File: src/tmc_pkg.sv
`default_nettype none
package tmc_pkg;

	localparam int STORE_DEPTH = 64;

	localparam logic [7:0] FIRST_CELL      = 8'd5;
	localparam logic [7:0] LAST_CELL       = 8'd62;
	localparam logic [7:0] FLAG_BIT        = 8'h10;
	localparam logic [7:0] IDX_MASK        = 8'h0f;
	localparam logic [7:0] ERASED          = 8'hff;
	localparam logic [7:0] LVL_STROBE      = 8'd253;
	localparam logic [7:0] LVL_PROGRAM     = 8'd254;
	localparam logic [7:0] LVL_TURBO       = 8'd255;
	localparam logic [7:0] LVL_TURBO_LOW   = 8'd128;
	localparam logic [7:0] LVL_PROGRAM_OUT = 8'd51;
	localparam logic [7:0] LVL_FAST_MIN    = 8'd8;
	localparam logic [7:0] RAMP_LIMIT      = 8'd250;
	localparam logic [7:0] PROG_FIRST      = 8'd9;
	localparam logic [7:0] PROG_END        = 8'd14;
	localparam logic [7:0] LOCK_SECOND     = 8'd2;
	localparam logic [7:0] TICK_MAX        = 8'd255;
	localparam logic [7:0] CHECK_RELOAD    = 8'd225;
	localparam logic [7:0] BATT_CRIT       = 8'd120;
	localparam logic [7:0] BATT_LIMIT      = 8'd10;

	localparam int CFG_IDX_W = 3;
	localparam logic [CFG_IDX_W-1:0] CFG_GROUP    = 3'd0;
	localparam logic [CFG_IDX_W-1:0] CFG_MEMORY   = 3'd1;
	localparam logic [CFG_IDX_W-1:0] CFG_STEPDOWN = 3'd2;
	localparam logic [CFG_IDX_W-1:0] CFG_STROBE   = 3'd3;
	localparam logic [CFG_IDX_W-1:0] CFG_RAMP     = 3'd4;

	localparam logic [1:0] KIND_STEADY  = 2'd0;
	localparam logic [1:0] KIND_STROBE  = 2'd1;
	localparam logic [1:0] KIND_PROGRAM = 2'd2;
	localparam logic [1:0] KIND_OFF     = 2'd3;

	typedef struct packed {
		logic [7:0] group_select;
		logic [7:0] memory_setting;
		logic [7:0] stepdown_setting;
		logic [7:0] strobe_period_setting;
		logic [7:0] ramp_setting;
	} tmc_cfg_t;

	typedef enum logic [1:0] {
		WR_NONE,
		WR_NEXT,
		WR_POS,
		WR_PRESS
	} tmc_wr_t;

	typedef struct packed {
		logic    power_init;
		logic    scan;
		logic    press_rd;
		logic    press_ld;
		logic    decide;
		logic    tick;
		tmc_wr_t wr;
	} tmc_cmd_t;

	typedef struct packed {
		logic scan_done;
	} tmc_status_t;

	typedef struct packed {
		logic [7:0] output_level;
		logic       fast_pwm;
		logic [1:0] light_kind;
		logic [7:0] strobe_half_period;
		logic [2:0] program_slot;
	} tmc_result_t;

	function automatic logic [2:0] group_len(input logic [2:0] g);
		case (g)
			3'd2, 3'd3, 3'd6: group_len = 3'd4;
			3'd4:             group_len = 3'd5;
			3'd7:             group_len = 3'd1;
			default:          group_len = 3'd3;
		endcase
	endfunction

	// ramp slot of groups 3 and 4 reads as 0 here and is replaced by the custom level
	function automatic logic [7:0] group_level(input logic [2:0] g, input logic [2:0] i);
		logic [7:0] v;
		v = 8'd0;
		case (g)
			3'd2: begin
				case (i)
					3'd0: v = 8'd26;
					3'd1: v = 8'd128;
					3'd2: v = 8'd255;
					3'd3: v = 8'd253;
					default: v = 8'd0;
				endcase
			end
			3'd3: begin
				case (i)
					3'd1: v = 8'd26;
					3'd2: v = 8'd128;
					3'd3: v = 8'd255;
					default: v = 8'd0;
				endcase
			end
			3'd4: begin
				case (i)
					3'd1: v = 8'd18;
					3'd2: v = 8'd51;
					3'd3: v = 8'd153;
					3'd4: v = 8'd255;
					default: v = 8'd0;
				endcase
			end
			3'd5: begin
				case (i)
					3'd0: v = 8'd255;
					3'd1: v = 8'd128;
					3'd2: v = 8'd26;
					default: v = 8'd0;
				endcase
			end
			3'd6: begin
				case (i)
					3'd0: v = 8'd255;
					3'd1: v = 8'd128;
					3'd2: v = 8'd26;
					3'd3: v = 8'd253;
					default: v = 8'd0;
				endcase
			end
			3'd7: begin
				case (i)
					3'd0: v = 8'd255;
					default: v = 8'd0;
				endcase
			end
			default: begin
				case (i)
					3'd0: v = 8'd26;
					3'd1: v = 8'd128;
					3'd2: v = 8'd255;
					default: v = 8'd0;
				endcase
			end
		endcase
		group_level = v;
	endfunction

endpackage
`default_nettype wire

File: src/tmc_ctrl.sv
`default_nettype none
module tmc_ctrl (
	input  wire logic                 clk,
	input  wire logic                 arst_n,
	input  wire logic                 in_valid,
	input  wire logic                 operation,
	input  wire logic                 out_free,
	input  wire tmc_pkg::tmc_status_t status,
	output tmc_pkg::tmc_cmd_t         cmd,
	output logic                      in_stall,
	output logic                      out_load
);

	localparam logic [3:0] S_IDLE     = 4'd0;
	localparam logic [3:0] S_SCAN     = 4'd1;
	localparam logic [3:0] S_PRESS_RD = 4'd2;
	localparam logic [3:0] S_PRESS_LD = 4'd3;
	localparam logic [3:0] S_DECIDE   = 4'd4;
	localparam logic [3:0] S_WR_NEXT  = 4'd5;
	localparam logic [3:0] S_WR_POS   = 4'd6;
	localparam logic [3:0] S_WR_PRESS = 4'd7;
	localparam logic [3:0] S_DONE     = 4'd8;

	logic [3:0] state_q;
	logic [3:0] state_d;

	always_comb begin
		state_d = state_q;
		cmd = '0;
		cmd.wr = tmc_pkg::WR_NONE;
		in_stall = 1'b1;
		out_load = 1'b0;
		case (state_q)
			S_IDLE: begin
				in_stall = 1'b0;
				if (in_valid) begin
					if (operation) begin
						cmd.tick = 1'b1;
						state_d = S_DONE;
					end else begin
						cmd.power_init = 1'b1;
						state_d = S_SCAN;
					end
				end
			end
			S_SCAN: begin
				cmd.scan = 1'b1;
				if (status.scan_done)
					state_d = S_PRESS_RD;
			end
			S_PRESS_RD: begin
				cmd.press_rd = 1'b1;
				state_d = S_PRESS_LD;
			end
			S_PRESS_LD: begin
				cmd.press_ld = 1'b1;
				state_d = S_DECIDE;
			end
			S_DECIDE: begin
				cmd.decide = 1'b1;
				state_d = S_WR_NEXT;
			end
			S_WR_NEXT: begin
				cmd.wr = tmc_pkg::WR_NEXT;
				state_d = S_WR_POS;
			end
			S_WR_POS: begin
				cmd.wr = tmc_pkg::WR_POS;
				state_d = S_WR_PRESS;
			end
			S_WR_PRESS: begin
				cmd.wr = tmc_pkg::WR_PRESS;
				state_d = S_DONE;
			end
			S_DONE: begin
				if (out_free) begin
					out_load = 1'b1;
					state_d = S_IDLE;
				end
			end
			default: state_d = S_IDLE;
		endcase
	end

	always_ff @(posedge clk or negedge arst_n) begin
		if (!arst_n)
			state_q <= S_IDLE;
		else
			state_q <= state_d;
	end

endmodule
`default_nettype wire

File: src/tmc_datapath.sv
`default_nettype none
module tmc_datapath #(
	parameter int STORE_DEPTH = tmc_pkg::STORE_DEPTH
) (
	input  wire logic              clk,
	input  wire logic              arst_n,
	input  wire tmc_pkg::tmc_cmd_t cmd,
	input  wire tmc_pkg::tmc_cfg_t cfg,
	input  wire logic [7:0]        battery_sample,
	output tmc_pkg::tmc_status_t   status,
	output tmc_pkg::tmc_result_t   result
);

	localparam int AW = $clog2(STORE_DEPTH);
	localparam logic [AW-1:0] FIRST_A = AW'(tmc_pkg::FIRST_CELL);
	localparam logic [AW-1:0] LAST_A  = AW'(tmc_pkg::LAST_CELL);

	// store: payload array plus written flags; an unwritten cell reads erased
	logic [7:0]             mem_q [STORE_DEPTH];
	logic [STORE_DEPTH-1:0] valid_q;
	logic [7:0]             rd_data_q;
	logic                   rd_valid_q;

	logic [AW-1:0] pos_q;
	logic [AW-1:0] next_q;
	logic [AW-1:0] write_pos_q;
	logic [7:0]    idx_q;
	logic [7:0]    mode_index_q;
	logic [7:0]    press_q;
	logic [7:0]    tick_q;
	logic [7:0]    low_q;
	logic [7:0]    level_q;
	logic [1:0]    kind_q;

	logic [AW-1:0] raddr;
	logic          we;
	logic [AW-1:0] waddr;
	logic [7:0]    wdata;
	logic [7:0]    rd;

	assign rd = rd_valid_q ? rd_data_q : tmc_pkg::ERASED;
	assign status.scan_done = (rd != tmc_pkg::ERASED) || (pos_q == LAST_A);

	// power-on decision
	logic [2:0] grp;
	logic [2:0] glen;
	logic [7:0] idx_w;
	logic [7:0] ramp;
	logic [7:0] lvl_g;
	logic       prog;
	logic [7:0] lvl_new;
	logic [7:0] idx_new;
	logic [1:0] kind_new;

	always_comb begin
		grp = (cfg.group_select >= 8'd2 && cfg.group_select <= 8'd7) ?
			cfg.group_select[2:0] : 3'd0;
		glen = tmc_pkg::group_len(grp);
		idx_w = (idx_q >= {5'd0, glen}) ? 8'd0 : idx_q;
		ramp = (cfg.ramp_setting > tmc_pkg::RAMP_LIMIT) ? 8'd255 : cfg.ramp_setting;
		lvl_g = tmc_pkg::group_level(grp, idx_w[2:0]);
		if ((grp == 3'd3 || grp == 3'd4) && idx_w == 8'd0)
			lvl_g = ramp;
		prog = (press_q >= tmc_pkg::PROG_FIRST) && (press_q < tmc_pkg::PROG_END);
		lvl_new = prog ? tmc_pkg::LVL_PROGRAM : lvl_g;
		idx_new = prog ? idx_q : idx_w;
		if (lvl_new == tmc_pkg::LVL_PROGRAM)
			kind_new = tmc_pkg::KIND_PROGRAM;
		else if (lvl_new == tmc_pkg::LVL_STROBE)
			kind_new = tmc_pkg::KIND_STROBE;
		else
			kind_new = tmc_pkg::KIND_STEADY;
	end

	// tick arithmetic
	logic [7:0] tick_n;
	logic [7:0] low_n;
	logic       tick_live;
	logic       low_read;
	logic       batt_off;

	assign tick_live = cmd.tick && (kind_q != tmc_pkg::KIND_OFF);
	assign tick_n = (tick_q == tmc_pkg::TICK_MAX) ? tick_q : tick_q + 8'd1;
	assign low_n = low_q + 8'd1;
	assign low_read = (tick_n == tmc_pkg::TICK_MAX) && (battery_sample < tmc_pkg::BATT_CRIT);
	assign batt_off = low_read && (low_n > tmc_pkg::BATT_LIMIT);

	always_comb begin
		case (1'b1)
			cmd.power_init: raddr = FIRST_A;
			cmd.scan:       raddr = pos_q + AW'(1);
			cmd.press_rd:   raddr = pos_q + AW'(1);
			default:        raddr = pos_q;
		endcase
	end

	always_comb begin
		we = 1'b0;
		waddr = write_pos_q;
		wdata = tmc_pkg::ERASED;
		case (cmd.wr)
			tmc_pkg::WR_NEXT: begin
				we = 1'b1;
				waddr = next_q;
				wdata = mode_index_q | tmc_pkg::FLAG_BIT;
			end
			tmc_pkg::WR_POS: begin
				we = 1'b1;
				waddr = pos_q;
				wdata = tmc_pkg::ERASED;
			end
			tmc_pkg::WR_PRESS: begin
				we = 1'b1;
				waddr = next_q + AW'(1);
				wdata = press_q;
			end
			default: begin
				// mode lock at the second tick
				if (tick_live && tick_n == tmc_pkg::LOCK_SECOND) begin
					we = 1'b1;
					waddr = write_pos_q;
					wdata = (cfg.memory_setting != 8'd1) ? mode_index_q : 8'd0;
				end
			end
		endcase
	end

	always_ff @(posedge clk) begin
		if (we)
			mem_q[waddr] <= wdata;
		rd_data_q <= mem_q[raddr];
	end

	always_ff @(posedge clk or negedge arst_n) begin
		if (!arst_n) begin
			valid_q <= '0;
			rd_valid_q <= 1'b0;
		end else begin
			if (we)
				valid_q[waddr] <= 1'b1;
			rd_valid_q <= valid_q[raddr];
		end
	end

	always_ff @(posedge clk or negedge arst_n) begin
		if (!arst_n) begin
			pos_q <= FIRST_A;
			next_q <= FIRST_A;
			write_pos_q <= FIRST_A;
			idx_q <= 8'd0;
			mode_index_q <= 8'd0;
			press_q <= 8'd0;
			tick_q <= 8'd0;
			low_q <= 8'd0;
			level_q <= 8'd0;
			kind_q <= tmc_pkg::KIND_STEADY;
		end else begin
			if (cmd.power_init) begin
				pos_q <= FIRST_A;
				press_q <= 8'd0;
				tick_q <= 8'd0;
				low_q <= 8'd0;
			end
			if (cmd.scan) begin
				if (rd != tmc_pkg::ERASED) begin
					idx_q <= rd;
				end else if (pos_q == LAST_A) begin
					// nothing saved: past the last cell, erased byte
					pos_q <= pos_q + AW'(1);
					idx_q <= tmc_pkg::ERASED;
				end else begin
					pos_q <= pos_q + AW'(1);
				end
			end
			if (cmd.press_rd)
				next_q <= (pos_q >= LAST_A) ? FIRST_A : pos_q + AW'(1);
			if (cmd.press_ld && (idx_q & tmc_pkg::FLAG_BIT) != 8'd0) begin
				idx_q <= (idx_q & tmc_pkg::IDX_MASK) + 8'd1;
				press_q <= (rd == tmc_pkg::ERASED) ? rd : rd + 8'd1;
			end
			if (cmd.decide) begin
				mode_index_q <= idx_new;
				write_pos_q <= next_q;
				level_q <= lvl_new;
				kind_q <= kind_new;
			end
			if (tick_live) begin
				tick_q <= (tick_n == tmc_pkg::TICK_MAX) ? tmc_pkg::CHECK_RELOAD : tick_n;
				if (low_read)
					low_q <= low_n;
				if (batt_off) begin
					level_q <= 8'd0;
					kind_q <= tmc_pkg::KIND_OFF;
				end else if (level_q == tmc_pkg::LVL_TURBO &&
					tick_n == cfg.stepdown_setting - 8'd1) begin
					level_q <= tmc_pkg::LVL_TURBO_LOW;
				end
			end
		end
	end

	always_comb begin
		result = '0;
		result.light_kind = kind_q;
		case (kind_q)
			tmc_pkg::KIND_STEADY: begin
				result.output_level = level_q;
				result.fast_pwm = (level_q > tmc_pkg::LVL_FAST_MIN) && (level_q != 8'd255);
			end
			tmc_pkg::KIND_STROBE: begin
				result.output_level = 8'd255;
				result.strobe_half_period = cfg.strobe_period_setting;
			end
			tmc_pkg::KIND_PROGRAM: begin
				result.output_level = tmc_pkg::LVL_PROGRAM_OUT;
				result.program_slot = 3'(press_q - tmc_pkg::PROG_FIRST);
			end
			default: result.output_level = 8'd0;
		endcase
	end

endmodule
`default_nettype wire

File: src/torch_mode_controller.sv
// Power-on: after acceptance the store scan reads 1 to 58 cells, one read per cycle on the
// store port, then PRESS_RD, PRESS_LD, DECIDE, WR_NEXT, WR_POS and WR_PRESS; DONE registers
// the result once the output register is free. A one-second tick goes straight to DONE.
// Requests: one request in work at a time, the next accepted the cycle after the result
// is registered; an output stall holds a finished request in DONE and the input busy.
// Reset: state registers clear at once; store written flags clear, every cell reads 0xff.
`default_nettype none
module torch_mode_controller #(
	parameter int STORE_DEPTH = tmc_pkg::STORE_DEPTH
) (
	input  wire logic                          clk,
	input  wire logic                          arst_n,
	input  wire logic                          in_valid,
	output logic                               in_stall,
	input  wire logic                          operation,
	input  wire logic [7:0]                    battery_sample,
	output logic                               out_valid,
	input  wire logic                          out_stall,
	output logic [7:0]                         output_level,
	output logic                               fast_pwm,
	output logic [1:0]                         light_kind,
	output logic [7:0]                         strobe_half_period,
	output logic [2:0]                         program_slot,
	input  wire logic                          cfg_we,
	input  wire logic [tmc_pkg::CFG_IDX_W-1:0] cfg_index,
	input  wire logic [7:0]                    cfg_data
);

	tmc_pkg::tmc_cfg_t    cfg_q;
	tmc_pkg::tmc_cmd_t    cmd;
	tmc_pkg::tmc_status_t status;
	tmc_pkg::tmc_result_t result;
	tmc_pkg::tmc_result_t res_q;
	logic                 out_valid_q;
	logic                 out_load;
	logic                 out_free;

	always_ff @(posedge clk or negedge arst_n) begin
		if (!arst_n) begin
			cfg_q <= '0;
		end else if (cfg_we) begin
			case (cfg_index)
				tmc_pkg::CFG_GROUP:    cfg_q.group_select <= cfg_data;
				tmc_pkg::CFG_MEMORY:   cfg_q.memory_setting <= cfg_data;
				tmc_pkg::CFG_STEPDOWN: cfg_q.stepdown_setting <= cfg_data;
				tmc_pkg::CFG_STROBE:   cfg_q.strobe_period_setting <= cfg_data;
				tmc_pkg::CFG_RAMP:     cfg_q.ramp_setting <= cfg_data;
				default: ;
			endcase
		end
	end

	assign out_free = !out_valid_q || !out_stall;

	tmc_ctrl u_ctrl (
		.clk       (clk),
		.arst_n    (arst_n),
		.in_valid  (in_valid),
		.operation (operation),
		.out_free  (out_free),
		.status    (status),
		.cmd       (cmd),
		.in_stall  (in_stall),
		.out_load  (out_load)
	);

	tmc_datapath #(
		.STORE_DEPTH (STORE_DEPTH)
	) u_datapath (
		.clk            (clk),
		.arst_n         (arst_n),
		.cmd            (cmd),
		.cfg            (cfg_q),
		.battery_sample (battery_sample),
		.status         (status),
		.result         (result)
	);

	always_ff @(posedge clk or negedge arst_n) begin
		if (!arst_n)
			out_valid_q <= 1'b0;
		else if (out_load)
			out_valid_q <= 1'b1;
		else if (!out_stall)
			out_valid_q <= 1'b0;
	end

	always_ff @(posedge clk) begin
		if (out_load)
			res_q <= result;
	end

	assign out_valid          = out_valid_q;
	assign output_level       = res_q.output_level;
	assign fast_pwm           = res_q.fast_pwm;
	assign light_kind         = res_q.light_kind;
	assign strobe_half_period = res_q.strobe_half_period;
	assign program_slot       = res_q.program_slot;

	// a taken request keeps the input side busy until its result is registered
	a_busy_after_accept: assert property (@(posedge clk) disable iff (!arst_n)
		in_valid && !in_stall |=> in_stall)
		else $error("input accepted back to back");

	a_off_dark: assert property (@(posedge clk) disable iff (!arst_n)
		out_valid && light_kind == tmc_pkg::KIND_OFF |-> output_level == 8'd0)
		else $error("shut off with light on");

	a_fast_steady: assert property (@(posedge clk) disable iff (!arst_n)
		out_valid && fast_pwm |-> light_kind == tmc_pkg::KIND_STEADY)
		else $error("fast pwm outside steady kind");

endmodule
`default_nettype wire
File: config.mk
export PLATFORM = sky130hd
export DESIGN_NAME = torch_mode_controller
export DESIGN_NICKNAME = d
export VERILOG_FILES = /design/src/tmc_pkg.sv /design/src/tmc_ctrl.sv /design/src/tmc_datapath.sv /design/src/torch_mode_controller.sv
export SDC_FILE = /design/constraint.sdc
export NUM_CORES = 1
export LEC_CHECK = 0
export ABC_AREA = 1
export ABC_CLOCK_PERIOD_IN_PS = 12400
export BUFFER_PORTS_ARGS = -buffer_cell sky130_fd_sc_hd__buf_4
export CORE_AREA = 2 2 211 316
export CTS_BUF_LIST = sky130_fd_sc_hd__clkbuf_4
export DETAILED_ROUTE_END_ITERATION = 6
export DIE_AREA = 0 0 213 318
export PLACE_DENSITY_LB_ADDON = 0.05
export SETUP_SLACK_MARGIN = 0.1
export SYNTH_ARGS = -nofsm -noshare
export SYNTH_HDL_FRONTEND = slang
export SYNTH_SLANG_ARGS = --single-unit
File: constraint.sdc
create_clock -name clk -period 12.4 [get_ports clk]
set_input_delay 2.48 -clock clk [delete_from_list [all_inputs] [get_ports clk]]
set_output_delay 2.48 -clock clk [all_outputs]
set_load 0.005 [all_outputs]
==> Yosys cells after proc, flatten, opt, wreduce, memory -nomap -nowiden <==
Memory sizes are Yosys's and may differ from the RTL's. A register that Yosys moved wholly into a read port is not among the register bits.
Index checks and enable logic that the tools add are counted.
Widths: inputs -> output; s select.
{ "op_classes": {"add_sub_neg": 8, "multipliers": 0, "div_mod_pow": 0, "order_cmp": 13, "n_eq_ne": 44, "n_shift": 0, "mux": 79, "n_bitwise": 1, "n_reduce_logical": 34} }
{ "ops": {"columns": ["operator", "n"], "rows": [
  ["$mux 8", 26],
  ["$pmux 8 s3", 5],
  ["$pmux 8 s4", 3],
  ["$or 64x64->64", 1],
  ["$eq 8x8->1 const B", 6],
  ["$pmux 8 s6", 1],
  ["$mux 6", 7],
  ["$pmux 4 s9", 1],
  ["$add 8x1->8 const B", 3],
  ["$mux 1", 22],
  ["$eq 3x2->1 const B", 6],
  ["$eq 3x3->1 const B", 6],
  ["$pmux 6 s3", 1],
  ["$eq 4x3->1 const B", 4],
  ["$gt 8x4->1 const B", 2],
  ["$mux 4", 4],
  ["$ne 8x8->1 const B", 2],
  ["$lt 6x7->1 const B", 2],
  ["$add 6x1->6 const B", 2],
  ["$reduce_and 2->1", 6],
  ["$logic_and 1x1->1", 11],
  ["$pmux 3 s3", 1],
  ["$eq 4x2->1 const B", 2],
  ["$eq 8x2->1 const B", 1],
  ["37 further kinds", 54]
]} }
{ "word_totals": {"ff_bits": 200, "latchBits": 0, "ram_bits": 512, "romBits": 0, "inputBits": 25, "out_inout_bits": 24, "elab_cells": 204, "mem_count": 1} }
{ "memory_table": {"columns": ["memory", "words", "width", "rd", "rd_clocked_by_memory_dff", "wr", "line_no", "source"], "rows": [
  ["u_datapath.mem_q", 64, 8, 1, 1, 1, "tmc_datapath.sv:19", "logic [7:0] mem_q [STORE_DEPTH];"]
]} }

==> Depth between registers and ports, before layout <==
Gate-level depths: netlist (run 1).
{ "logic_depth": {"depth_word": 19, "depth_mapped": 26, "depth_no_buf": 25} }

==> Hierarchy <==
A second synthesis (run 1) with hierarchy kept.
{ "unflattened": {"hier_cells": 3041, "area_unflattened_um2": 31826.8} }
{ "modules_own_cells": {"columns": ["module", "n_inst", "cells_each", "area_per_inst_um2", "seq_area_each_um2"], "rows": [
  ["tmc_datapath", 1, 2782, 29159.2, 18870.6],
  ["torch_mode_controller", 1, 208, 2351.0, 1686.6],
  ["tmc_ctrl", 1, 51, 316.6, 100.1]
]} }

==> Worst setup path before layout (run 1) <==
OpenSTA, ideal clock, no wires.
{ "synth_timing": {"kind": "input -> register", "startpoint": "in in_valid", "endpoint": "mem u_datapath.mem_q[0][0] (data pin)", "setup_ns": 0.702, "t_arrival_ns": 5.531, "required_time_ns": 11.698, "slack_ns": 6.168, "stages": 7, "path_cell_list": "inv_1 -> nor2_1 -> nand2_1 -> inv_1 -> nand3_2 -> a21oi_1 -> o21ai_0"} }
{ "synth_between": {"elab_chain_len": 6} }
{ "synth_lines": {"columns": ["item", "line_no", "source"], "rows": [
  ["start, declared", "torch_mode_controller.sv:13", "input wire logic in_valid,"],
  ["$mux 1", "tmc_ctrl.sv:36", "if (in_valid) begin"],
  ["$mux 1", "tmc_ctrl.sv:33", "case (state_q)"],
  ["$logic_and 1x1->1", "tmc_datapath.sv:82", "assign tick_live = cmd.tick && (kind_q != tmc_pkg::KIND_OFF);"],
  ["$logic_and 1x1->1", "tmc_datapath.sv:119", "if (tick_live && tick_n == tmc_pkg::LOCK_SECOND) begin"],
  ["$mux 8", "tmc_datapath.sv:119", null],
  ["$pmux 8 s3", "tmc_datapath.sv:101", "case (cmd.wr)"],
  ["named net u_datapath.wdata[0]", "tmc_datapath.sv:38", "logic [7:0] wdata;"],
  ["end, declared", "tmc_datapath.sv:19", null]
]} }
The timed path passes the listed nets, and every way through them passes these cells.

==> Worst setup path in the final report (run 1) <==
{ "layout_timing": {"startpoint": "in in_valid", "endpoint": "reg u_datapath.rd_data_q[3] (read register of u_datapath.mem_q)"} }
{ "layout_between": {"elab_chain_len": 3} }
{ "layout_lines": {"columns": ["item", "line_no", "source"], "rows": [
  ["$mux 1", "tmc_ctrl.sv:36", null],
  ["$mux 1", "tmc_ctrl.sv:33", null],
  ["$mux 6", "tmc_datapath.sv:89", "case (1'b1)"],
  ["end, declared", "tmc_datapath.sv:21", "logic [7:0] rd_data_q;"]
]} }
Every way passes these cells.
A chain may end at the register's enable or synchronous reset.

==> metrics.log, run 1 <==
INFO  metric cp.required = 13.32 ns
INFO  metric yosys-top-cells-area = sky130_fd_sc_hd__edfxtp_1, sky130_fd_sc_hd__dfrtp_1, sky130_fd_sc_hd__o211ai_1
INFO  metric postCtsResizedCells = 0
INFO  metric clock_latency = 1.01 ns
INFO  metric cellPowerDensity = 269 nW/µm²
INFO  metric routed_wirelength = 82000 µm
INFO  metric std_cell_rows = 115
INFO  metric dr.pass1.iters = 5
INFO  metric post_route_cells_drive_above_1_share = 12.7%
INFO  metric accumulated_negative_setup_slack = 0 ns
INFO  metric yosysWarnings = 0
INFO  metric tritoncts_clock_tree = done
INFO  metric timing.hold.worst_path_depth = 2
INFO  metric grt_met3_use = 4.99%
INFO  metric pin_slew_with_the_least_headroom_to_its_limit = 1.26 ns
INFO  metric yosys.cell_types.count = 55
INFO  metric initial_standard_cell_utilization_of_the_core = 49.4%
INFO  metric synth_seq_cells = 720
INFO  metric cts.repair_timing.setup_buffer_count = 0
INFO  metric timing.slew.headroom = 15.9%
INFO  metric share_of_the_yosys_chip_area_belonging_to_registers = 64.2%
INFO  metric syn2layout_area_growth = 10.3%
INFO  metric cts_hold_buf = 0
INFO  metric outcome = finished, final reports clean
INFO  metric ff2ff_path_depth = 11
INFO  metric coreArea = 65200 µm²
INFO  metric cts_htree_levels = 4
INFO  metric fmax = 196 MHz
INFO  metric wire_per_inst = 19.6 µm
INFO  metric dieWidth = 213 µm
INFO  metric hold_crit_class = flop to flop
INFO  metric post-synth-top-area-cell = sky130_fd_sc_hd__edfxtp_1
INFO  metric critical-path-top-cell-by-count = sky130_fd_sc_hd__nand3_1
INFO  metric placedInstanceArea = 33300 µm²
INFO  metric worstSetupStartpointType = primary input
INFO  metric async_reset_ff_share = 24.7%
INFO  metric post_drt_via_cell_ratio = 5.42
INFO  metric placement.io_buffers = 45
INFO  metric timing.final.setup_violations = 0
INFO  metric netlist_instances = 3063
INFO  metric drv_cap = 0
INFO  metric grt_max_degree = 263
INFO  metric clock_tree.root_cell = sky130_fd_sc_hd__clkbuf_4
INFO  metric ant_nets_after_route = 0
INFO  metric grt_pass1_vias = 22400
INFO  metric via_count = 22700
INFO  metric rsz_0062_raised_after_global_routing = false
INFO  metric place_congestion = 0.870
INFO  metric synth-edff-count = 534
INFO  metric grt_overflow_total = 0
INFO  metric grt_pass1_wl = 127000 µm
INFO  metric io_pins = 49
INFO  metric tritoncts.num_buffers = 174
INFO  metric synthFlopType = sky130_fd_sc_hd__edfxtp_1
INFO  metric clkTransAtPathRegs = 0.07 ns
INFO  metric timing.critical_path.slowest_stage_cell = sky130_fd_sc_hd__buf_4
INFO  metric met1_usage_in_global_routing = 28.8%
INFO  metric globalRouteTotalUtil = 24.8%
INFO  metric path_cells = buf_4 > inv_1 > nor3_2 > a21oi_1 > o21ai_4 > buf_4 > buf_4 > o211ai_1 > nand3_1 > nand3_1 > nand3_1 > nand3_1 > nand2_1
INFO  metric endpoint_kind_of_the_worst_setup_timing_path = flop
INFO  metric crit_path_max_fanout = 69
INFO  metric synth_nets = 3107
INFO  metric busiest_layer = met2
INFO  metric initial_antenna_violation_count = 2
INFO  metric cp.arrival = 6.02 ns
INFO  metric timing_max_transition_violations_final = 0
INFO  metric critPathKind = primary input to flop
INFO  metric syn_area_per_cell = 10.5 µm²
INFO  metric stdcell_area = 35500 µm²
INFO  metric netlist_area = 32200 µm²
INFO  metric multi_input_area = 9190 µm²
INFO  metric final-hold-violation-count = 0
INFO  metric fin_nets = 3201
INFO  metric drt_first_iter_violations = 1659
INFO  metric ir_worst_vdd = 0.375 mV
INFO  metric clock_sink_count = 720
INFO  metric register_area = 20700 µm²
INFO  metric post-synth-top-area-fraction = 49.8%
INFO  metric power_leakage = 14.5 nW
INFO  metric die_area = 67700 µm²
INFO  metric filler_cell_count = 5803
INFO  metric final.setup_skew = 0.0671 ns
INFO  metric fp.dieH = 318 µm
INFO  metric critPathMaxStageDelay = 0.80 ns
INFO  metric ctsLongestPathBuffers = 3
INFO  metric grtUsageMet2 = 43.6%
INFO  metric hpwl = 49800 µm
INFO  metric final.min_clock_period = 5.10 ns
INFO  metric drc = 0
INFO  metric timing.final.crit_share = 41.1%
[flip-flops by register name, summed over array words and instances (netlist names), 2 cells and up]
register,cells
u_datapath.mem_q,512
u_datapath.valid_q,64
cfg_q,40
output_level,8
strobe_half_period,8
u_datapath.idx_q,8
u_datapath.level_q,8
u_datapath.low_q,8
u_datapath.mode_index_q,8
u_datapath.press_q,8
u_datapath.rd_data_q,8
u_datapath.tick_q,8
u_datapath.next_q,6
u_datapath.pos_q,6
u_datapath.write_pos_q,6
u_ctrl.state_q,4
program_slot,3
light_kind,2
u_datapath.kind_q,2
[placed cells by master, fill, tap and decap left out, types with 8 or more instances in the layout]
cell,instances
sky130_fd_sc_hd__a21oi_1,30
sky130_fd_sc_hd__buf_4,64
sky130_fd_sc_hd__clkbuf_4,257
sky130_fd_sc_hd__clkinv_1,45
sky130_fd_sc_hd__dfrtp_1,172
sky130_fd_sc_hd__dfxtp_1,8
sky130_fd_sc_hd__edfxtp_1,534
sky130_fd_sc_hd__ha_1,19
sky130_fd_sc_hd__inv_1,460
sky130_fd_sc_hd__inv_2,15
sky130_fd_sc_hd__nand2_1,558
sky130_fd_sc_hd__nand3_1,355
sky130_fd_sc_hd__nand4_1,17
sky130_fd_sc_hd__nor2_1,141
sky130_fd_sc_hd__nor2_2,13
sky130_fd_sc_hd__nor3_1,21
sky130_fd_sc_hd__o211ai_1,287
sky130_fd_sc_hd__o21ai_0,123
sky130_fd_sc_hd__o21ai_4,8
sky130_fd_sc_hd__o21bai_1,15
sky130_fd_sc_hd__o22ai_1,19
sky130_fd_sc_hd__o31ai_1,10
sky130_fd_sc_hd__or2_1,10
sky130_fd_sc_hd__or2_2,13
sky130_fd_sc_hd__xor2_1,15
[Yosys cell counts, types with 3 or more instances]
master,count
sky130_fd_sc_hd__ha_1,19
sky130_fd_sc_hd__xnor2_1,6
sky130_fd_sc_hd__nor4_1,5
sky130_fd_sc_hd__nand3_2,4
sky130_fd_sc_hd__inv_2,12
sky130_fd_sc_hd__buf_6,6
sky130_fd_sc_hd__nand3_1,356
sky130_fd_sc_hd__dfxtp_1,8
sky130_fd_sc_hd__buf_1,9
sky130_fd_sc_hd__inv_1,460
sky130_fd_sc_hd__nand2_1,558
sky130_fd_sc_hd__dfstp_2,6
sky130_fd_sc_hd__a31oi_1,3
sky130_fd_sc_hd__a221oi_1,6
sky130_fd_sc_hd__o21ai_0,131
sky130_fd_sc_hd__o22ai_1,19
sky130_fd_sc_hd__edfxtp_1,534
sky130_fd_sc_hd__a21oi_1,30
sky130_fd_sc_hd__o211ai_1,287
sky130_fd_sc_hd__clkbuf_1,55
sky130_fd_sc_hd__buf_2,77
sky130_fd_sc_hd__o21ai_2,4
sky130_fd_sc_hd__nor2_2,12
sky130_fd_sc_hd__o221ai_1,3
sky130_fd_sc_hd__o21bai_1,15
sky130_fd_sc_hd__nand4_1,17
sky130_fd_sc_hd__nor3_1,21
sky130_fd_sc_hd__o31ai_1,10
sky130_fd_sc_hd__or2_2,13
sky130_fd_sc_hd__dfrtp_1,172
sky130_fd_sc_hd__nor2_1,142
sky130_fd_sc_hd__nand2_2,4
sky130_fd_sc_hd__xor2_1,15
sky130_fd_sc_hd__o21ai_1,4
sky130_fd_sc_hd__nor3_2,4
sky130_fd_sc_hd__or2_1,10
[logic make-up after synthesis]
kind of cell,count (synthesis),synth area share [%]
adder cells (fa/ha/maj),19,0.738
buffers and inverters,623,7.75
AO/OA/AOI/OAI,525,11.0
AND/OR/NAND/NOR,1155,15.8
XOR/XNOR,21,0.571
flip-flops,720,64.2
[power breakdown]
group	total, mW	switching (mW)	internal (mW)
Combinational	4.49	3.27	1.23
Sequential	3.11	0.141	2.97
Clock	1.96	0.947	1.01
[critical path, delay by kind of cell]
kind / cells / cell delay (ns)
buffers and inverters: 4 / 1.71
and+or+nand+nor: 6 / 1.12
AOI/OAI and AO/OA: 3 / 0.58
[worst paths after layout]
check	start	to	slack (ns)
worst min-delay path	u_datapath.valid_q[11]	u_datapath.valid_q[11]	0.45
worst max register to register	u_ctrl.state_q[3]	u_datapath.mem_q[50][0]	7.67
min in group asynchronous	arst_n	u_datapath.tick_q[1]	1.54
worst min register to register	u_datapath.valid_q[11]	u_datapath.valid_q[11]	0.45
max in group asynchronous	arst_n	u_datapath.valid_q[5]	9.24
worst max-delay path	in_valid	u_datapath.rd_data_q[3]	7.30
[layer usage]
layer | routed length [µm] | vias to the layer above
met4 | 3340 | 0
li1 | - | 10900
met5 | 0 | -
met2 | 42400 | 624
met1 | 32400 | 11000
met3 | 3940 | 179
[final cells by class]
type | count | area share [%]
Antenna cell | 2 | 0.0141
Clock buffer | 257 | 5.43
Clock inverter | 59 | 0.898
Inverter | 474 | 5.02
Multi-Input combinational cell | 1720 | 25.9
Sequential cell | 720 | 58.2
Tap cell | 877 | 3.09
Timing Repair Buffer | 67 | 1.50
[stage by stage]
stage / util, % / instances / total power, mW / hold WS, ns / setup WS [ns]
3_5_place_dp: 51.0 / 3858 / 7.64 / 0.440 / 6.31
2_1_floorplan: - / 3063 / 6.14 / 0.419 / 6.17
3_3_place_gp: 51.0 / 3858 / 7.58 / 0.431 / 6.27
6_report: 54.5 / 4176 / 9.57 / 0.453 / 7.30
4_1_cts: 54.5 / 4174 / 9.63 / 0.456 / 7.42
5_1_grt: 54.5 / 4176 / 10.2 / 0.478 / 7.15
Power figures use the tool's default switching activity.
==> run 2, diff against run 1 <==
ABC_CLOCK_PERIOD_IN_PS = 4900   (was 12400)
clock period = 4.9 ns   (was 12.4 ns; I/O delays follow)
==> run 2 against run 1 <==
- first-iteration DRC count increased by 3.7%
- setup slack worse by 6.5 ns
- clock power increased to 2.5 times the previous value
==> metrics.log, run 2 (synthesized netlist as in run 1, its figures left out) <==
INFO  metric clock_tree.root_cell = sky130_fd_sc_hd__clkbuf_4
INFO  metric critical-path-top-cell-by-count = sky130_fd_sc_hd__nand2_1
INFO  metric critical_path.endpoint = u_datapath.level_q[0]
INFO  metric multi_input_area = 9190 µm² (unchanged)
INFO  metric busiest_layer = met2
INFO  metric r2r_start = cfg_q[33]
INFO  metric final-hold-violation-count = 0 (unchanged)
INFO  metric placement.io_buffers = 45 (unchanged)
INFO  metric final.setup_skew = 0.0722 ns (+0.00512 ns)
INFO  metric grt_met3_use = 5.28% (+0.30 points)
INFO  metric timing_max_transition_violations_final = 0 (unchanged)
INFO  metric rsz_0062_raised_after_global_routing = false
INFO  metric register_area = 20700 µm² (unchanged)
INFO  metric drc = 0 (unchanged)
INFO  metric min_from = out_stall
INFO  metric std_cell_rows = 115 (unchanged)
INFO  metric fmax = 246 MHz
INFO  metric fin_nets = 3230 (+0.91%)
INFO  metric postCtsResizedCells = 0 (unchanged)
INFO  metric grtUsageMet2 = 44.4% (+0.86 points)
INFO  metric timing.final.setup_violations = 0 (unchanged)
INFO  metric clkTransAtPathRegs = 0.07 ns (about the same)
INFO  metric worstSetupStartpointType = flop
INFO  metric initial_standard_cell_utilization_of_the_core = 49.4% (unchanged)
INFO  metric layout_setup_ws = 0.832 ns (-6.47 ns)
INFO  metric clock_latency = 1.04 ns (+0.03 ns)
INFO  metric via_count = 22800 (+0.48%)
INFO  metric hpwl = 52400 µm (+5.1%)
INFO  metric accumulated_negative_setup_slack = 0 ns (unchanged)
INFO  metric largest-register = u_datapath.mem_q
INFO  metric io_pins = 49 (unchanged)
INFO  metric worstPathBufferInverterCount = 3 (-1)
INFO  metric coreArea = 65200 µm² (unchanged)
INFO  metric hold_crit_class = primary input to flop
INFO  metric initial_antenna_violation_count = 3 (+1)
INFO  metric post-place-ws = 0.841 ns (-5.47 ns)
INFO  metric grt_max_degree = 145 (-45%)
INFO  metric critPathKind = flop to flop
INFO  metric crit_path_max_fanout = 11 (-84%)
INFO  metric layout_common_cells = sky130_fd_sc_hd__nand2_1, sky130_fd_sc_hd__edfxtp_1, sky130_fd_sc_hd__inv_1
INFO  metric ff2ff_path_depth = 20 (+9)
INFO  metric cts_hold_buf = 1 (+1)
INFO  metric critical_path_stages = 20 (+7)
INFO  metric tritoncts.num_buffers = 172 (-1.1%)
INFO  metric die_area = 67700 µm² (unchanged)
INFO  metric path_cells = inv_1 > nand2_1 > nand2_1 > nor2_2 > nand2_1 > nor3_1 > nor2_1 > ha_1 > inv_1 > nand2_1 > nand2_1 > nand2_1 > nand2_1 > nand3_1 > inv_1 > nor3_1 > a21oi_1 > nand4_1 > a21oi_1 > nor3_1
INFO  metric clock_sink_count = 720 (unchanged)
INFO  metric worst_path_dominant_cell_family = simple AND/OR/NAND/NOR gates
INFO  metric timing.slew.headroom = 13.3% (-2.6 points)
INFO  metric filler_cell_count = 5814 (+0.19%)
INFO  metric met1_usage_in_global_routing = 29.1% (+0.30 points)
INFO  metric power_leakage = 14.7 nW (+1.3%)
INFO  metric cellPowerDensity = 674 nW/µm² (+150%)
INFO  metric globalRouteTotalUtil = 25.1% (+0.30 points)
INFO  metric syn2layout_area_growth = 11.3%
INFO  metric fin_worst_hold_slack = 0.175 ns (-0.278 ns)
INFO  metric drv_cap = 0 (unchanged)
INFO  metric ant_nets_after_route = 0 (unchanged)
INFO  metric fp.dieH = 318 µm (unchanged)
INFO  metric ctsLongestPathBuffers = 3 (unchanged)
INFO  metric worstReg2RegEnd = u_datapath.level_q[0]
INFO  metric cp.arrival = 4.93 ns (-1.09 ns)
INFO  metric endpoint_kind_of_the_worst_setup_timing_path = flop
INFO  metric timing.final.crit_share = 83.0%
INFO  metric grt_overflow_total = 0 (unchanged)
INFO  metric post_route_cells_drive_above_1_share = 13.6% (+0.86 points)
INFO  metric routed_wirelength = 83200 µm (+1.4%)
INFO  metric cts.repair_timing.setup_buffer_count = 0 (unchanged)
INFO  metric drt_first_iter_violations = 1721 (+3.7%)
INFO  metric wire_per_inst = 19.8 µm (+0.75%)
INFO  metric power.total = 24.2 mW (+150%)
INFO  metric tritoncts_clock_tree = done
INFO  metric critPathMaxStageDelay = 0.49 ns (-0.31 ns)
INFO  metric timing.critical_path.slowest_stage_cell = sky130_fd_sc_hd__dfrtp_1
INFO  metric dieWidth = 213 µm (unchanged)
INFO  metric grt_pass1_vias = 22700 (+1.4%)
INFO  metric grt_pass1_wl = 128000 µm (+1.1%)
INFO  metric largest_register_ff_count = 512 (unchanged)
INFO  metric dr.pass1.iters = 6 (+1)
INFO  metric timing.hold.worst_path_depth = 3 (+1)
INFO  metric cp.required = 5.76 ns (-7.56 ns)
INFO  metric postLayoutCoreUtil = 55.0% (+0.49 points)
INFO  metric ir_worst_vdd = 0.712 mV (+90%)
INFO  metric timing.critical_path.from = cfg_q[33]
INFO  metric layout_commonest_cell = sky130_fd_sc_hd__nand2_1
INFO  metric setup.reg_to_reg.worst_slack = 0.83 ns (-6.84 ns)
INFO  metric post_drt_via_cell_ratio = 5.42 (-0.17%)
INFO  metric outcome = finished, final reports clean
INFO  metric cts_htree_levels = 4 (unchanged)
INFO  metric pin_slew_with_the_least_headroom_to_its_limit = 1.30 ns (+0.0389 ns)
INFO  metric final.min_clock_period = 4.07 ns
INFO  metric place_congestion = 0.885 (+1.7%)
INFO  metric layout_top_registers = u_datapath.mem_q x512, u_datapath.valid_q x64, cfg_q x40
==> run 2: cell types whose count changed in the layout (fill, tap and decap cells not counted), sizes merged <==
cell	previous run	this run
buf	66	96
bufinv	3	4
clkbuf	258	257
clkinv	52	45
clkinvlp	2	3
dlygate4sd3	0	1
inv	476	478
==> run 2: worst register-to-register path: stages (launching register included) <==
cell and delay, ns:
sky130_fd_sc_hd__dfrtp_1 0.49, sky130_fd_sc_hd__inv_1 0.09, sky130_fd_sc_hd__nand2_1 0.07, sky130_fd_sc_hd__nand2_1 0.06, sky130_fd_sc_hd__nor2_2 0.25, sky130_fd_sc_hd__nand2_1 0.13, sky130_fd_sc_hd__nor3_1 0.47, sky130_fd_sc_hd__nor2_1 0.10
sky130_fd_sc_hd__ha_1 0.29, sky130_fd_sc_hd__inv_1 0.06, sky130_fd_sc_hd__nand2_1 0.04, sky130_fd_sc_hd__nand2_1 0.05, sky130_fd_sc_hd__nand2_1 0.05, sky130_fd_sc_hd__nand2_1 0.23, sky130_fd_sc_hd__nand3_1 0.39, sky130_fd_sc_hd__inv_1 0.23
sky130_fd_sc_hd__nor3_1 0.07, sky130_fd_sc_hd__a21oi_1 0.31, sky130_fd_sc_hd__nand4_1 0.23, sky130_fd_sc_hd__a21oi_1 0.25, sky130_fd_sc_hd__nor3_1 0.07
==> run 2: per-stage QoR <==
| step | area, µm² | cells |
|---|---|---|
| floorplan | 32200 | 3063 |
| global placement | 33600 | 3888 |
| detailed placement | 33600 | 3888 |
| CTS | 35800 | 4201 |
| global route | 35800 | 4203 |
| finish | 35800 | 4203 |
==> run 2: how the worst min path moves through the flow <==
stage                                   endpoint  slack, ns
after floorplan            u_datapath.valid_q[0]       0.42
after global placement    u_datapath.valid_q[24]       0.43
after detailed placement  u_datapath.valid_q[29]       0.44
after CTS                              out_valid       0.06
final                                  out_valid       0.18
after global routing                   out_valid       0.09
==> run 2: per-layer routing <==
layer | wire, µm | up-vias
li1 | - | 10900
met1 | 32900 | 11000
met2 | 43000 | 629
met3 | 4140 | 190
met4 | 3150 | 0
met5 | 0 | -
==> run 2: power by group <==
group	internal, mW	switching, mW	total (mW)
Clock	2.60	2.38	4.98
Combinational	3.17	8.15	11.3
Sequential	7.51	0.353	7.86
==> run 2: layout make-up <==
class                           instances  area share (%)
Sequential cell                       720            57.7
Timing Repair Buffer                   98            2.36
Antenna cell                            2          0.0140
Tap cell                              877            3.06
Inverter                              474            4.97
Clock buffer                          256            5.36
Multi-Input combinational cell       1720            25.6
Clock inverter                         56           0.932
==> run 3, diff against run 2 <==
ABC_AREA = 0   (was 1)
ABC_CLOCK_PERIOD_IN_PS = 3700   (was 4900)
CORE_AREA = 2 2 207 311   (was 2 2 211 316)
DIE_AREA = 0 0 209 313   (was 0 0 213 318)
clock period = 3.7 ns   (was 4.9 ns; I/O delays follow)
==> run 3 against run 2 <==
- the flow now finishes with violations (DRC)
- critical path depth is 9 lower
- clock skew is 0.018 ns lower
- utilization up 2.9 points
- setup slack lost 0.62 ns
- via count fell by 3.1%
- sequential share of layout area decreased by 0.91 points
- non-clock buffer count grew 168
- sequential cell count did not move
- die area is 3.4% lower
- combinational power is 47% higher
- worst hold slack worse by 0.035 ns
- largest power group unchanged
==> metrics.log, run 3 <==
INFO  metric grt_met3_use = 5.33% (+0.047 points)
INFO  metric outcome = finished, violations left
INFO  metric yosys.cell_types.count = 83 (+51%)
INFO  metric met1_usage_in_global_routing = 31.6% (+2.5 points)
INFO  metric syn_area_per_cell = 12.2 µm² (+16%)
INFO  metric post-synth-top-area-cell = sky130_fd_sc_hd__edfxtp_1
INFO  metric tritoncts_clock_tree = done
INFO  metric multi_input_area = 9910 µm² (+7.9%)
INFO  metric via_count = 22000 (-3.1%)
INFO  metric yosysMostFrequentCell = sky130_fd_sc_hd__edfxtp_1
INFO  metric crit_path_max_fanout = 47 (+36)
INFO  metric clock_latency = 1.02 ns (-0.02 ns)
INFO  metric synth_seq_cells = 720 (unchanged)
INFO  metric tritoncts.num_buffers = 170 (-1.2%)
INFO  metric clock_tree.root_cell = sky130_fd_sc_hd__clkbuf_4
INFO  metric final.setup_skew = 0.0544 ns (-0.0179 ns)
INFO  metric filler_cell_count = 5319 (-8.5%)
INFO  metric placedInstanceArea = 33900 µm² (+1.1%)
INFO  metric final-hold-violation-count = 0 (unchanged)
INFO  metric synthFlopType = sky130_fd_sc_hd__edfxtp_1
INFO  metric async_reset_ff_share = 24.7% (unchanged)
INFO  metric layout_common_cells = sky130_fd_sc_hd__edfxtp_1, sky130_fd_sc_hd__nand2_1, sky130_fd_sc_hd__clkbuf_4
INFO  metric initial_antenna_violation_count = 1 (-2)
INFO  metric fin_nets = 2881 (-11%)
INFO  metric timing_max_transition_violations_final = 0 (unchanged)
INFO  metric layout_commonest_cell = sky130_fd_sc_hd__edfxtp_1
INFO  metric pin_slew_with_the_least_headroom_to_its_limit = 1.26 ns (-0.0437 ns)
INFO  metric grt_overflow_total = 0 (unchanged)
INFO  metric grt_max_degree = 82 (-43%)
INFO  metric die_area = 65400 µm² (-3.4%)
INFO  metric dp_cells = 3457 (-11%)
INFO  metric drc = 5 (+5)
INFO  metric netlist_area = 31200 µm² (-3.2%)
INFO  metric fp.dieH = 313 µm (-1.6%)
INFO  metric post_route_cells_drive_above_1_share = 21.7% (+8.1 points)
INFO  metric globalRouteTotalUtil = 27.3% (+2.1 points)
INFO  metric initial_standard_cell_utilization_of_the_core = 49.6% (+0.16 points)
INFO  metric ctsLongestPathBuffers = 3 (unchanged)
INFO  metric place_congestion = 0.896 (+1.2%)
INFO  metric cellPowerDensity = 949 nW/µm² (+41%)
INFO  metric yosys-top-cells-area = sky130_fd_sc_hd__edfxtp_1, sky130_fd_sc_hd__dfrtp_1, sky130_fd_sc_hd__nand2_1
INFO  metric cp.arrival = 4.41 ns (-0.52 ns)
INFO  metric std_cell_rows = 113 (-1.7%)
INFO  metric hold_crit_class = primary input to flop
INFO  metric drt_first_iter_violations = 1819 (+5.7%)
INFO  metric synth_commonest_cells = sky130_fd_sc_hd__edfxtp_1, sky130_fd_sc_hd__nand2_1, sky130_fd_sc_hd__dfrtp_1
INFO  metric syn2layout_area_growth = 16.7%
INFO  metric io_pins = 49 (unchanged)
INFO  metric fmax = 287 MHz (+17%)
INFO  metric dr.pass1.iters = 7 (+1)
INFO  metric final-instance-count-excl-fill = 3789 (-9.9%)
INFO  metric fin_worst_hold_slack = 0.140 ns (-0.0355 ns)
INFO  metric final.min_clock_period = 3.48 ns (-0.585 ns)
INFO  metric grtUsageMet2 = 48.3% (+3.9 points)
INFO  metric drv_cap = 0 (unchanged)
INFO  metric clkTransAtPathRegs = 0.07 ns (about the same)
INFO  metric rsz_0062_raised_after_global_routing = true
INFO  metric grt_pass1_vias = 22600 (-0.69%)
INFO  metric cts_htree_levels = 4 (unchanged)
INFO  metric routed_wirelength = 87500 µm (+5.1%)
INFO  metric hpwl = 56100 µm (+7.1%)
INFO  metric largest-register = u_datapath.mem_q
INFO  metric cp.required = 4.63 ns (-1.13 ns)
INFO  metric share_of_the_yosys_chip_area_belonging_to_registers = 66.2% (+2.1 points)
INFO  metric ant_nets_after_route = 0 (unchanged)
INFO  metric layout_top_registers = u_datapath.mem_q x512, u_datapath.valid_q x64, cfg_q x40
INFO  metric stdcell_area = 36400 µm² (+1.6%)
INFO  metric busiest_layer = met2
INFO  metric clock_sink_count = 720 (unchanged)
INFO  metric synth-edff-count = 534 (unchanged)
INFO  metric failing_checks = DRC
INFO  metric register_area = 20700 µm² (unchanged)
INFO  metric worstSetupStartpointType = flop
INFO  metric critPathKind = flop to flop
INFO  metric dieWidth = 209 µm (-1.9%)
INFO  metric largest_register_ff_count = 512 (unchanged)
INFO  metric endpoint_kind_of_the_worst_setup_timing_path = flop
INFO  metric timing.final.crit_share = 94.1% (+11 points)
INFO  metric netlist_instances = 2559 (-16%)
INFO  metric post_drt_via_cell_ratio = 5.82 (+7.4%)
INFO  metric wire_per_inst = 23.1 µm (+17%)
INFO  metric grt_pass1_wl = 134000 µm (+4.5%)
INFO  metric timing.slew.headroom = 16.2% (+2.9 points)
INFO  metric post-synth-top-area-fraction = 51.4% (+1.6 points)
INFO  metric synth_nets = 2603 (-16%)
INFO  metric ir_worst_vdd = 0.777 mV (+9.1%)
INFO  metric coreArea = 62900 µm² (-3.5%)
INFO  metric power_leakage = 13.7 nW (-7.0%)
INFO  metric timing.final.setup_violations = 0 (unchanged)
INFO  metric yosysWarnings = 0 (unchanged)
INFO  metric placement.io_buffers = 45 (unchanged)
INFO  metric accumulated_negative_setup_slack = 0 ns (unchanged)
-- run 3: worst max-delay path, stage by stage, from the launching register on --
cell	delay [ns]
sky130_fd_sc_hd__dfrtp_1	0.46
sky130_fd_sc_hd__or2_2	0.46
sky130_fd_sc_hd__a2111o_1	0.51
sky130_fd_sc_hd__buf_12	0.21
sky130_fd_sc_hd__nand2_4	0.16
sky130_fd_sc_hd__buf_12	0.28
sky130_fd_sc_hd__buf_12	0.25
sky130_fd_sc_hd__a211oi_1	0.11
sky130_fd_sc_hd__a311oi_1	0.40
sky130_fd_sc_hd__a2111oi_1	0.11
sky130_fd_sc_hd__nand2_1	0.20
sky130_fd_sc_hd__a32o_1	0.21
-- run 3: cell families after synthesis --
| family | Yosys count | synth area share [%] |
|---|---|---|
| and+or+nand+nor | 978 | 14.6 |
| DFF | 720 | 66.2 |
| AOI/OAI and AO/OA | 519 | 11.1 |
| buffers and inverters | 186 | 2.63 |
| muxes | 105 | 3.84 |
| xor gates and xnor gates | 32 | 0.899 |
| adders and majority gates | 19 | 0.762 |
-- run 3: final cells by class --
cell class / instances / area share, %
antenna: 3 / 0.0206
clock buffer: 252 / 5.20
clock inverter: 64 / 1.16
inverter: 26 / 0.268
multi-input combinational: 1653 / 27.2
sequential: 720 / 56.7
tap: 805 / 2.77
timing repair buffer: 266 / 6.60
-- run 3: worst paths after layout --
path / startpoint / endpoint / slack, ns / cells after the start
worst max-delay path: u_ctrl.state_q[3] / u_datapath.rd_data_q[6] / 0.22 / 11
worst min-delay path: operation / u_ctrl.state_q[0] / 0.14 / 3
worst max register to register: u_ctrl.state_q[3] / u_datapath.rd_data_q[6] / 0.22 / 11
worst min register to register: u_datapath.valid_q[38] / u_datapath.valid_q[38] / 0.47 / 1
max in group asynchronous: arst_n / cfg_q[10] / 2.47 / 3
min in group asynchronous: arst_n / u_datapath.tick_q[2] / 0.37 / 2
-- run 3: power breakdown --
group / total, mW / switching, mW / internal (mW) / leakage (nW)
clock network: 6.74 / 3.18 / 3.56 / 1.36
registers: 11.1 / 0.702 / 10.4 / 7.05
logic: 16.6 / 10.7 / 5.97 / 5.25
total: 34.5 / 14.6 / 20.0 / 13.7
-- run 3: metal layers --
metal	up-vias	part of all wire (%)
li1	10200	-
met1	11000	38
met2	670	52
met3	164	4.8
met4	0	4.5
met5	-	0
-- run 3: through the flow --
| stage | utilization [%] | worst slack, ns | power, mW |
|---|---|---|---|
| 2_1_floorplan | - | 0.263 | 20.7 |
| 3_3_place_gp | 53.9 | 0.0385 | 27.6 |
| 3_5_place_dp | 53.9 | -0.0154 | 27.9 |
| 4_1_cts | 57.8 | 0.144 | 34.7 |
| 5_1_grt | 57.9 | -0.0268 | 36.5 |
| 6_report | 57.9 | 0.217 | 34.5 |
-- run 3: repair_timing --
item / in CTS / in global routing
endpoints found under the hold margin: 117 / 0
hold buffers: 10 / 0
pin swaps: 0 / 2
buffers inserted: 0 / 3
endpoints found under the setup margin: 7 / 32
resized for setup: 2 / 9
